<file path="src/rtl/core/event_interest_table_core_macros.svh">
// Assertion macros for the event interest table core.
`ifndef EVENT_INTEREST_TABLE_CORE_MACROS_SVH
`define EVENT_INTEREST_TABLE_CORE_MACROS_SVH

// check cons in the same cycle as ante
`define EIT_ASSERT_SAME(label, ante, cons, msg) \
	label: assert property (@(posedge clk) disable iff (!arst_n) (ante) |-> (cons)) \
		else $error(msg);

// check cons in the cycle after ante
`define EIT_ASSERT_NEXT(label, ante, cons, msg) \
	label: assert property (@(posedge clk) disable iff (!arst_n) (ante) |=> (cons)) \
		else $error(msg);

`endif

</file>
<file path="src/rtl/core/eit_pkg.sv">
// Shared types and constants of the event interest table core.
package eit_pkg;

	localparam int SLOTS_DEF  = 32;
	localparam int FD_COUNT   = 64;
	localparam int MAX_REPORT = 32;
	localparam int FD_W       = 6;
	localparam int PADDR_W    = 3;

	localparam logic [2:0] ACT_SCAN = 3'd0;
	localparam logic [2:0] ACT_ADD  = 3'd1;
	localparam logic [2:0] ACT_DEL  = 3'd2;
	localparam logic [2:0] ACT_MOD  = 3'd3;

	localparam logic [2:0] STAT_OK    = 3'd0;
	localparam logic [2:0] STAT_BADFD = 3'd1;
	localparam logic [2:0] STAT_INVAL = 3'd2;
	localparam logic [2:0] STAT_EXIST = 3'd3;
	localparam logic [2:0] STAT_NOENT = 3'd4;
	localparam logic [2:0] STAT_NOSPC = 3'd5;

	localparam logic REG_OWN_FD = 1'b0;

	typedef struct packed {
		logic [2:0]      action;
		logic [FD_W-1:0] fd;
		logic            fd_open;
		logic [31:0]     want_events;
		logic [63:0]     user_data;
		logic [63:0]     readable_map;
		logic [63:0]     writable_map;
		logic [5:0]      max_events;
	} eit_cmd_t;

	typedef struct packed {
		logic        kind;
		logic [2:0]  status;
		logic [2:0]  event_mask;
		logic [63:0] event_data;
		logic [5:0]  event_count;
		logic        last;
	} eit_result_t;

	typedef struct packed {
		logic            valid;
		logic [FD_W-1:0] fd;
		logic            want_rd;
		logic            want_wr;
		logic [63:0]     data;
	} eit_entry_t;

	typedef struct packed {
		logic            write;
		logic            set_valid;
		logic            clear_valid;
		logic [FD_W-1:0] fd;
		logic            want_rd;
		logic            want_wr;
		logic [63:0]     data;
	} eit_wr_t;

endpackage

</file>
<file path="src/rtl/core/eit_table.sv">
// Entry store: valid flags in flops, descriptor, wanted bits and user data in memory.
module eit_table #(
	parameter int SLOTS = eit_pkg::SLOTS_DEF,
	parameter int IW    = (SLOTS > 1) ? $clog2(SLOTS) : 1
) (
	input  logic               clk,
	input  logic               arst_n,
	input  logic [IW-1:0]      rd_addr,
	output eit_pkg::eit_entry_t rd_entry,
	input  logic [IW-1:0]      wr_addr,
	input  eit_pkg::eit_wr_t   wr
);

	logic [SLOTS-1:0]       valid_q;
	logic [eit_pkg::FD_W-1:0] fd_mem [SLOTS];
	logic [1:0]             want_mem [SLOTS];
	logic [63:0]            data_mem [SLOTS];

	always_ff @(posedge clk or negedge arst_n) begin
		if (!arst_n) begin
			valid_q <= '0;
		end else if (wr.set_valid) begin
			valid_q[wr_addr] <= 1'b1;
		end else if (wr.clear_valid) begin
			valid_q[wr_addr] <= 1'b0;
		end
	end

	always_ff @(posedge clk) begin
		if (wr.write) begin
			fd_mem[wr_addr]   <= wr.fd;
			want_mem[wr_addr] <= {wr.want_wr, wr.want_rd};
			data_mem[wr_addr] <= wr.data;
		end
		rd_entry.valid   <= valid_q[rd_addr];
		rd_entry.fd      <= fd_mem[rd_addr];
		rd_entry.want_rd <= want_mem[rd_addr][0];
		rd_entry.want_wr <= want_mem[rd_addr][1];
		rd_entry.data    <= data_mem[rd_addr];
	end

endmodule

</file>
<file path="src/rtl/core/event_interest_table_core.sv">
// Top level of the event interest table core: command sequencer and config port.
//
// Use: hold cmd and raise start while busy is low; the word is taken at that edge.
// Add, delete and modify are keyed by cmd.fd; scan uses the two readiness maps
// and max_events. Every word gives results on result, each marked by a single
// cycle of result_valid; the final one of a word carries last.
// A command rejected by the descriptor or action checks, and a scan with
// max_events of zero, answer in the cycle after acceptance and leave busy low.
// Any other word walks the entry store once, one entry per cycle through the
// single read port; the final result appears in the first cycle with busy low.
// A keyed command that finds its descriptor, or a scan that fills max_events,
// ends the walk early.
// Event words come out in entry order during the walk. No new word is taken
// until the last one is through. own_fd is set via APB at byte address 0;
// the user must do so only while idle, which the block does not check.
// Reset clears all entries and own_fd; no clearing pass is needed.
// The receiver cannot stall: each result is shown for exactly one cycle.
`include "event_interest_table_core_macros.svh"

module event_interest_table_core #(
	parameter int SLOTS = eit_pkg::SLOTS_DEF
) (
	input  logic                          clk,
	input  logic                          arst_n,
	input  logic                          start,
	output logic                          busy,
	input  eit_pkg::eit_cmd_t             cmd,
	output logic                          result_valid,
	output eit_pkg::eit_result_t          result,
	input  logic                          psel,
	input  logic                          penable,
	input  logic                          pwrite,
	input  logic [eit_pkg::PADDR_W-1:0]   paddr,
	input  logic [31:0]                   pwdata,
	output logic [31:0]                   prdata,
	output logic                          pready
);

	localparam int IW = (SLOTS > 1) ? $clog2(SLOTS) : 1;
	localparam int CW = $clog2(SLOTS + 1);

	typedef enum logic [1:0] {
		S_IDLE,
		S_WALK,
		S_CLOSE
	} state_t;

	state_t                   state_q;
	logic                     result_valid_q;
	eit_pkg::eit_result_t     result_q;
	logic [eit_pkg::FD_W-1:0] own_fd_q;

	logic [2:0]               act_q;
	logic                     is_scan_q;
	logic [eit_pkg::FD_W-1:0] fd_q;
	logic                     want_rd_q;
	logic                     want_wr_q;
	logic [63:0]              data_q;
	logic [63:0]              rmap_q;
	logic [63:0]              wmap_q;
	logic [5:0]               maxev_q;
	logic [5:0]               n_q;
	logic [CW-1:0]            cnt_q;
	logic                     issued_s1;
	logic [IW-1:0]            idx_s1;
	logic                     free_found_q;
	logic [IW-1:0]            free_q;

	eit_pkg::eit_entry_t      rd;
	eit_pkg::eit_wr_t         wr;
	logic [IW-1:0]            wr_addr;

	logic                     walk_more;
	logic                     walk_end;
	logic                     hit_rd;
	logic                     hit_wr;
	logic                     ev_hit;
	logic                     match;
	logic                     free_slot;
	logic                     cfg_wr;
	logic                     fd_bad;

	function automatic eit_pkg::eit_result_t mk_result(
		input logic        kind,
		input logic [2:0]  status,
		input logic [2:0]  mask,
		input logic [63:0] data,
		input logic [5:0]  count,
		input logic        last
	);
		eit_pkg::eit_result_t r;
		r.kind        = kind;
		r.status      = status;
		r.event_mask  = mask;
		r.event_data  = data;
		r.event_count = count;
		r.last        = last;
		return r;
	endfunction

	eit_table #(
		.SLOTS (SLOTS),
		.IW    (IW)
	) u_table (
		.clk      (clk),
		.arst_n   (arst_n),
		.rd_addr  (cnt_q[IW-1:0]),
		.rd_entry (rd),
		.wr_addr  (wr_addr),
		.wr       (wr)
	);

	assign busy         = (state_q != S_IDLE);
	assign result_valid = result_valid_q;
	assign result       = result_q;
	assign pready       = 1'b1;

	assign cfg_wr = psel && penable && pwrite && (paddr[eit_pkg::PADDR_W-1:2] == eit_pkg::REG_OWN_FD);
	assign prdata = (paddr[eit_pkg::PADDR_W-1:2] == eit_pkg::REG_OWN_FD) ?
		{26'd0, own_fd_q} : 32'd0;

	assign fd_bad = ({1'b0, cmd.fd} >= 7'(eit_pkg::FD_COUNT)) || !cmd.fd_open;

	always_comb begin
		walk_more = (cnt_q < CW'(SLOTS));
		walk_end  = !issued_s1 && !walk_more;
		hit_rd    = rd.want_rd && rmap_q[rd.fd];
		hit_wr    = rd.want_wr && wmap_q[rd.fd];
		ev_hit    = issued_s1 && rd.valid && (hit_rd || hit_wr);
		match     = issued_s1 && rd.valid && (rd.fd == fd_q);
		free_slot = issued_s1 && !rd.valid;

		wr             = '0;
		wr.fd          = fd_q;
		wr.want_rd     = want_rd_q;
		wr.want_wr     = want_wr_q;
		wr.data        = data_q;
		wr_addr        = idx_s1;
		if (state_q == S_WALK && !is_scan_q) begin
			if (match) begin
				wr.clear_valid = (act_q == eit_pkg::ACT_DEL);
				wr.write       = (act_q == eit_pkg::ACT_MOD);
			end else if (walk_end && act_q == eit_pkg::ACT_ADD && free_found_q) begin
				wr.write     = 1'b1;
				wr.set_valid = 1'b1;
				wr_addr      = free_q;
			end
		end
	end

	always_ff @(posedge clk or negedge arst_n) begin
		if (!arst_n) begin
			own_fd_q <= '0;
		end else if (cfg_wr) begin
			own_fd_q <= pwdata[eit_pkg::FD_W-1:0];
		end
	end

	always_ff @(posedge clk or negedge arst_n) begin
		if (!arst_n) begin
			state_q        <= S_IDLE;
			result_valid_q <= 1'b0;
			issued_s1      <= 1'b0;
			cnt_q          <= '0;
			n_q            <= '0;
			free_found_q   <= 1'b0;
		end else begin
			result_valid_q <= 1'b0;
			unique case (state_q)
				S_IDLE: begin
					if (start) begin
						act_q        <= cmd.action;
						is_scan_q    <= (cmd.action == eit_pkg::ACT_SCAN);
						fd_q         <= cmd.fd;
						want_rd_q    <= cmd.want_events[0];
						want_wr_q    <= cmd.want_events[2];
						data_q       <= cmd.user_data;
						rmap_q       <= cmd.readable_map;
						wmap_q       <= cmd.writable_map;
						maxev_q      <= (cmd.max_events > 6'(eit_pkg::MAX_REPORT)) ?
							6'(eit_pkg::MAX_REPORT) : cmd.max_events;
						cnt_q        <= '0;
						issued_s1    <= 1'b0;
						n_q          <= '0;
						free_found_q <= 1'b0;
						if (cmd.action == eit_pkg::ACT_SCAN) begin
							if (cmd.max_events == 6'd0) begin
								result_valid_q <= 1'b1;
								result_q <= mk_result(1'b0, eit_pkg::STAT_INVAL, 3'd0, 64'd0,
									6'd0, 1'b1);
							end else begin
								state_q <= S_WALK;
							end
						end else if (fd_bad) begin
							result_valid_q <= 1'b1;
							result_q <= mk_result(1'b0, eit_pkg::STAT_BADFD, 3'd0, 64'd0,
								6'd0, 1'b1);
						end else if (cmd.fd == own_fd_q || cmd.action > eit_pkg::ACT_MOD) begin
							result_valid_q <= 1'b1;
							result_q <= mk_result(1'b0, eit_pkg::STAT_INVAL, 3'd0, 64'd0,
								6'd0, 1'b1);
						end else begin
							state_q <= S_WALK;
						end
					end
				end
				S_WALK: begin
					if (walk_more) begin
						cnt_q     <= cnt_q + CW'(1);
						idx_s1    <= cnt_q[IW-1:0];
						issued_s1 <= 1'b1;
					end else begin
						issued_s1 <= 1'b0;
					end
					if (is_scan_q) begin
						if (ev_hit) begin
							result_valid_q <= 1'b1;
							result_q <= mk_result(1'b1, eit_pkg::STAT_OK, {hit_wr, 1'b0, hit_rd},
								rd.data, n_q, 1'b0);
							n_q <= n_q + 6'd1;
							if (6'(n_q + 6'd1) == maxev_q) begin
								state_q <= S_CLOSE;
							end
						end else if (walk_end) begin
							result_valid_q <= 1'b1;
							result_q <= mk_result(1'b0, eit_pkg::STAT_OK, 3'd0, 64'd0, n_q, 1'b1);
							state_q  <= S_IDLE;
						end
					end else begin
						if (match) begin
							result_valid_q <= 1'b1;
							result_q <= mk_result(1'b0,
								(act_q == eit_pkg::ACT_ADD) ? eit_pkg::STAT_EXIST : eit_pkg::STAT_OK,
								3'd0, 64'd0, 6'd0, 1'b1);
							state_q <= S_IDLE;
						end else if (walk_end) begin
							result_valid_q <= 1'b1;
							if (act_q != eit_pkg::ACT_ADD) begin
								result_q <= mk_result(1'b0, eit_pkg::STAT_NOENT, 3'd0, 64'd0,
									6'd0, 1'b1);
							end else if (!free_found_q) begin
								result_q <= mk_result(1'b0, eit_pkg::STAT_NOSPC, 3'd0, 64'd0,
									6'd0, 1'b1);
							end else begin
								result_q <= mk_result(1'b0, eit_pkg::STAT_OK, 3'd0, 64'd0,
									6'd0, 1'b1);
							end
							state_q <= S_IDLE;
						end else if (free_slot && !free_found_q) begin
							free_found_q <= 1'b1;
							free_q       <= idx_s1;
						end
					end
				end
				S_CLOSE: begin
					result_valid_q <= 1'b1;
					result_q <= mk_result(1'b0, eit_pkg::STAT_OK, 3'd0, 64'd0, n_q, 1'b1);
					state_q  <= S_IDLE;
				end
				default: begin
					state_q <= S_IDLE;
				end
			endcase
		end
	end

	`EIT_ASSERT_SAME(a_last_when_idle, result_valid && result.last, !busy, "last word while busy")
	`EIT_ASSERT_SAME(a_event_not_last, result_valid && result.kind, !result.last, "event marked last")
	`EIT_ASSERT_SAME(a_event_below_max, result_valid && result.kind, result.event_count < maxev_q,
		"event count beyond max_events")
	`EIT_ASSERT_NEXT(a_quiet_idle, !busy && !start, !result_valid, "result without a word")

endmodule

</file>
<file path="config.mk">
export PLATFORM = sky130hd
export DESIGN_NAME = event_interest_table_core
export DESIGN_NICKNAME = d
export VERILOG_FILES = /design/src/rtl/core/eit_pkg.sv /design/src/rtl/core/eit_table.sv /design/src/rtl/core/event_interest_table_core.sv
export VERILOG_INCLUDE_DIRS = /design/src /design/src/rtl/core
export SDC_FILE = /design/constraint.sdc
export NUM_CORES = 2
export LEC_CHECK = 0
export ABC_AREA = 1
export BUFFER_PORTS_ARGS = -buffer_cell sky130_fd_sc_hd__clkbuf_2
export CORE_ASPECT_RATIO = 0.5
export CORE_MARGIN = 2
export CORE_UTILIZATION = 62
export CTS_CLUSTER_DIAMETER = 30
export CTS_CLUSTER_SIZE = 25
export DETAILED_ROUTE_END_ITERATION = 7
export PLACE_DENSITY = 0.78
export REMOVE_ABC_BUFFERS = 1
export SLEW_MARGIN = 40
export SYNTH_ARGS = -nofsm -noshare
export SYNTH_HDL_FRONTEND = slang
export SYNTH_HIERARCHICAL = 1
export SYNTH_SLANG_ARGS = --single-unit
</file>
<file path="constraint.sdc">
create_clock -name clk -period 12.5 [get_ports clk]
set_input_delay 1.25 -clock clk [delete_from_list [all_inputs] [get_ports clk]]
set_output_delay 1.25 -clock clk [all_outputs]
set_load 0.05 [all_outputs]
</file>
* Word-level counts from Yosys, hierarchy flattened *
Memories as Yosys holds them, arrays and structs flattened. A register that Yosys moved wholly into a read port is not among the register bits.
Index checks and enable logic that the tools add are counted.

word-level totals
  bits in registers = 354
  bits in latches = 0
  memory bits (writable) = 2304
  memory bits (read-only) = 0
  output and inout port bits = 113
  word-level logic and storage cells = 178
  memories kept = 3

cells by class
  $add $sub $neg = 2
  multiply operators = 0
  div/mod/pow operators = 0
  magnitude comparators = 7
  equality and inequality tests = 25
  shifts and indexed selects = 0
  mux-type cells = 70
  bitwise logic cells = 7
  reduce and logical (&&, ||, !) cells = 38

memories
  memory            depth  width  read ports  clocked after memory_dff  write ports  line             text
  u_table.data_mem  32     64     1           1                         1            eit_table.sv:17  logic [63:0] data_mem [SLOTS];
  u_table.fd_mem    32     6      1           1                         1            eit_table.sv:15  logic [eit_pkg::FD_W-1:0] fd_mem [SLOTS];
  u_table.want_mem  32     2      1           1                         1            eit_table.sv:16  logic [1:0] want_mem [SLOTS];

operator list
  kind                                                                   count
  78-bit two-way mux                                                     10
  78-bit case mux with 3 select lines                                    1
  77-bit two-way mux                                                     2
  32-bit two-way mux                                                     2
  32-bit bitwise AND                                                     1
  32-bit inverter                                                        1
  32-bit OR                                                              1
  6-bit two-way mux                                                      5
  1-bit two-way mux                                                      24
  2-bit two-way mux                                                      12
  6-bit case mux with 2 select lines                                     2
  6-bit equality test                                                    3
  1-bit logical AND                                                      15
  5-bit two-way mux                                                      3
  2-bit != test (second input constant)                                  7
  6-bit by 1-bit adder with 6-bit output (second input constant)         2
  1-bit binary-select mux with 6-bit select                              2
  5-bit by 6-bit < comparator with 1-bit output (second input constant)  2
  3-bit != test (second input constant)                                  4
  4-bit != test (second input constant)                                  3
  6-bit AND reduction                                                    2
  3-bit AND reduction                                                    3
  6-bit by 7-bit < comparator with 1-bit output (second input constant)  1
  7-bit AND reduction                                                    1
  28 further kinds                                                       40

* Longest topological paths before layout *
  depth in word-level cells = 16
  gate-level depth with buffers = 19
  depth with buffers taken out = 16

* By module *
The synthesis kept the hierarchy.

modules (own cells, without submodules)
  module                     times used  cells an instance  area an instance (um^2)  sequential area each (um^2)
  eit_table                  1           7772               95073.7                  71448.5
  event_interest_table_core  1           1052               12908.6                  9494.1

* Worst setup path after synthesis *
OpenSTA, ideal clock, no wires.

  path type = input port to flip-flop
  from = input start
  to = register act_q[0], enable pin
  setup time = 784 ps
  data arrival time = 10047 ps
  setup slack = 1670 ps
  stages = 2
  path through = nand2_1 nor2_1

on the way
  word-level cells in the longest chain between the ends = 1

ends and longest elaborated chain
  item                           line                              text
  from (decl)                    event_interest_table_core.sv:25   input logic start,
  3-bit AND reduction (no line)  --
  to (signal assigned)           event_interest_table_core.sv:172  act_q <= cmd.action;
  to (decl)                      event_interest_table_core.sv:53   logic [2:0] act_q;

Every way passes these cells.
A chain may end at the register's enable or synchronous reset.

* Final worst setup path *
  from = register state_q[1]
  to = memory u_table.data_mem[17][23], enable pin

on the way
  elaborated cells on any way between the ends = 6

RTL lines
  item                                            line                              text
  from (decl)                                     event_interest_table_core.sv:48   state_t state_q;
  from (signal assigned)                          event_interest_table_core.sv:161  state_q <= S_IDLE;
  from (signal assigned)                          event_interest_table_core.sv:192  state_q <= S_WALK;
  from (signal assigned)                          event_interest_table_core.sv:203  state_q <= S_WALK;
  2-bit by 1-bit equality test with 1-bit output  event_interest_table_core.sv:139  if (state_q == S_WALK && !is_scan_q) begin
  1-bit logical AND                               event_interest_table_core.sv:139
  5-bit two-way mux                               event_interest_table_core.sv:139
  via wr_addr[4]                                  event_interest_table_core.sv:71   logic [IW-1:0] wr_addr;
  to (decl)                                       eit_table.sv:17

The timed path passes the listed nets, and every way through them passes these cells.

==> results.md <==
- Average vias per placed instance: 6.148
- Clock buffers created by TritonCTS: 303
- Starting density of the core: 62.33%
- Share of synthesized registers carrying an async set or reset: 2.015%
- Cell area power density: 213.7 nW/um^2
- Peak VDD IR: 0.0001569 V
- Final critical-path required period: 5202 ps
- Unrepaired setup endpoints after global routing: false
- # port buffers: 307
- CTS tree: yes
- Number of global-route vias before repair: 68414
- DRC viols: 2
- Syn-to-layout area delta: 13.10%
- Largest delay share family, worst path: buffers and inverters
- Post-CTS clock slew at the launch and capture registers of the worst setup and hold paths: 60 ps
- Cell breakdown of the critical path: inv_1 > ha_1 > inv_1 > nor2_1 > nand3_1 > inv_1 > nand2_1 > nand2_1 > inv_1 > nor3_1 > nand2_1 > nor2_4 > buf_4 > buf_4
- Number of buffer and inverter instances along the worst setup path: 6
- Path class of the lowest-slack min-delay path: reg -> reg
- Startpoint type of the worst setup path: flop
- Outcome: finished with violations
- Worst-margin pin slew: 923.7 ps
- Cell leakage power: 44.45 nW
- Detailed Route Iter0 Violations: 10727
- Sequential share of the synthesized area: 74.96%
- Clock root buffer master: clkbuf_16
- Number of enable flip-flop cells after synthesis: 2601
- Max Transition Viols Final: 0
- GRT Overall Usage: 30.51%
- Standard cell with the maximum stage delay on the critical path: buf_4
- Arrival time of the worst setup path: 5650 ps
- Critical Path Sink Type: flop
- Max-cap check violation count: 0
- Number of non-filler instances in the completed layout: 11646
- Relative slew slack: 38.42%
- Worst Clk Skew: 41.17 ps
- Core occupancy in the finished layout: 70.50%
- Slowest Stage Delay on Critical Path: 710 ps
- Buffer levels on the longest clock path: 4
- Final nets: 9384
- Final number of setup-violating endpoints: 0
- Horizontal die dimension: 594.2 um
- Period Utilization, post-route: 41.62%
- Grt ovf: 0
- Hpwl dp: 132400 um
- Number of storage elements in the synthesis netlist: 2729
- Min Hold Slack: 435.1 ps
- Number of instances in the synthesized netlist: 8824
- Antenna violations before repair: 4
- Cell types occupying the most area after synthesis: edfxtp_1, nand3_1, nand2_1
- Count of placed standard cells including taps: 11037
- Resized Gates After CTS: 0
- Maximum fanout count along the critical path: 29
- CTS sink count: 2729
- Number of buffers inserted by hold repair at cts: 0
- Antenna diode count: 0
- Violated checks: DRC
- H-tree depth: 5
- Number of stages on the worst hold path: 0
- R2R depth: 14
- Overall die area: 177700 um^2
- Ratio of cells with drive above 1 in the final layout: 11.56%
- Cell type with the highest aggregate area in the netlist: edfxtp_1
- Total Wirelength: 275300 um
- Average wire per cell in the routed design: 23.64 um
- CP Depth: 14
- Distinct cells, synth: 39
- Placeable core area: 173200 um^2
- I/O Pins: 394
- Wire length of the first global-routing pass: 408100 um
- Most prevalent standard cell on the critical path: inv_1
- Clock insertion delay at the later pin of the skew report: 860 ps
- Router iterations before antenna repair: 8
- Yosys warnings: 6
- Postcts setup bufs: 0
- Summed instance area of the synthesized netlist: 108000 um^2
- Required time of the critical path: 12950 ps
- Number of hold violations in the final report: 0
- Antenna-violating nets left: 0
- Achievable clock frequency: 192.2 MHz
- Die height: 299.1 um
- Critical path class: reg -> reg
- Largest net degree at the start of global routing: 236
- Dominant synthesized flop cell: edfxtp_1
- Rows: 108
- Fraction of post-synthesis cell area in the top cell type by area: 72.33%
- Routability Congestion: 0.8277
- Vias after detailed routing: 71605
- Mean instance size in the synthesized netlist: 12.24 um^2
==> cells in the final DEF (no fill, tap or decap), drive strengths merged <==
cell	n
nand2	2839
edfxtp	2601
nand3	2223
clkbuf	647
inv	217
buf	207
nor2	159
o21ai	83
clkinv	83
dfxtp	73
dfrtp	55
conb	28
clkinvlp	25
bufinv	25
nor3	17
a21oi	13
xor2	6
ha	6
nor3b	4
o22ai	4
nand4	4
or2	4
nor4	3
a211oi	2
xnor2	2
a221oi	1
a31oi	1
a22o	1
o31ai	1
and3	1
and2	1
==> registers in the layout, summed over array words and instances (netlist names), named ones only <==
signal / count
act_q: 3
cnt_q: 6
data_q: 64
fd_q: 6
free_found_q: 1
free_q: 5
idx_s1: 5
is_scan_q: 1
issued_s1: 1
maxev_q: 6
n_q: 6
own_fd_q: 6
result: 77
result_valid: 1
rmap_q: 64
state_q: 2
u_table/data_mem: 2048
u_table/fd_mem: 192
u_table/rd_entry: 73
u_table/want_mem: 64
want_rd_q: 1
want_wr_q: 1
wmap_q: 64
==> cell usage after synthesis (2+ instances only) <==
library cell,number
xor2_1,6
clkbuf_1,99
o22ai_1,4
o21ai_2,6
nor3b_1,4
nand2_1,2830
nand2_2,9
a21oi_1,12
conb_1,2
o21ai_0,76
nor3_1,17
dfrtp_1,55
dfxtp_1,73
buf_4,76
buf_1,55
xnor2_1,2
ha_1,6
inv_1,140
edfxtp_1,2601
nor2_1,159
nand3_1,2222
inv_2,5
or2_2,4
a211oi_1,2
nand4_1,4
nor4_1,3
buf_2,296
buf_8,2
buf_6,44
==> routing by layer <==
metal / routed length [um] / track usage, % / vias to the layer above
met1: 101600 / 42.32 / 34041
met3: 35220 / 6.139 / 746
met2: 127700 / 48.34 / 5098
li1: - / - / 31716
met4: 10790 / 11.97 / 4
met5: 27 / 0 / -
==> metrics by stage <==
stage	worst slack (ps)	power, mW	setup TNS, ps	area [um^2]
after floorplan	-39260	16.21	-2910710	104900
after global placement	7084	16.87	0	110700
after detailed placement	7456	17.06	0	111100
after CTS	7306	25.98	0	121300
after global routing	6977	27.15	0	122100
final	7298	26.10	0	122100
==> report_power, final <==
| group | total (mW) | internal [mW] | switching, mW |
|---|---|---|---|
| logic | 6.44 | 1.75 | 4.69 |
| clock network | 8.98 | 5.17 | 3.81 |
| registers | 10.7 | 10.4 | 0.258 |
| total | 26.1 | 17.3 | 8.76 |
==> logic make-up (layout without fill, tap and decap cells) <==
group                    after synthesis  after routing  share of synthesized area, %
AND/OR/NAND/NOR                     5255           5255                         20.93
flip-flops                          2729           2729                         74.96
buffers and inverters                718           1204                         3.432
AO/OA/AOI/OAI                        106            106                        0.5353
XOR/XNOR                               8              8                       0.06489
adder cells (fa/ha/maj)                6              6                       0.06952
other                                  2             28                      0.006955
==> worst register-to-register path, cell delays in order, from the launching register on <==
cell,delay [ps]
dfrtp_1,430
inv_1,110
ha_1,470
inv_1,240
nor2_1,230
nand3_1,250
inv_1,280
nand2_1,80
nand2_1,130
inv_1,90
nor3_1,380
nand2_1,270
nor2_4,480
buf_4,610
buf_4,710
==> path summary, 6_finish.rpt <==
path | slack, ps | from | to
worst max-delay path | 7300 | state_q[1] | u_table/data_mem[17][23]
worst min-delay path | 440 | idx_s1[1] | free_q[1]
worst max register to register | 7300 | state_q[1] | u_table/data_mem[17][23]
worst min register to register | 440 | idx_s1[1] | free_q[1]
max in group asynchronous | 11560 | arst_n | cnt_q[1]
min in group asynchronous | 490 | arst_n | async pin
==> layout make-up <==
| type | instances | area [um^2] |
|---|---|---|
| sequential | 2729 | 80960 |
| fill | 10786 | 51100 |
| multi-input combinational | 5403 | 23700 |
| clock buffer | 340 | 7835 |
| timing repair buffer | 514 | 3844 |
| tap | 2310 | 2890 |
| clock inverter | 204 | 2296 |
| inverter | 146 | 606.8 |
Power figures use the tool's default switching activity.
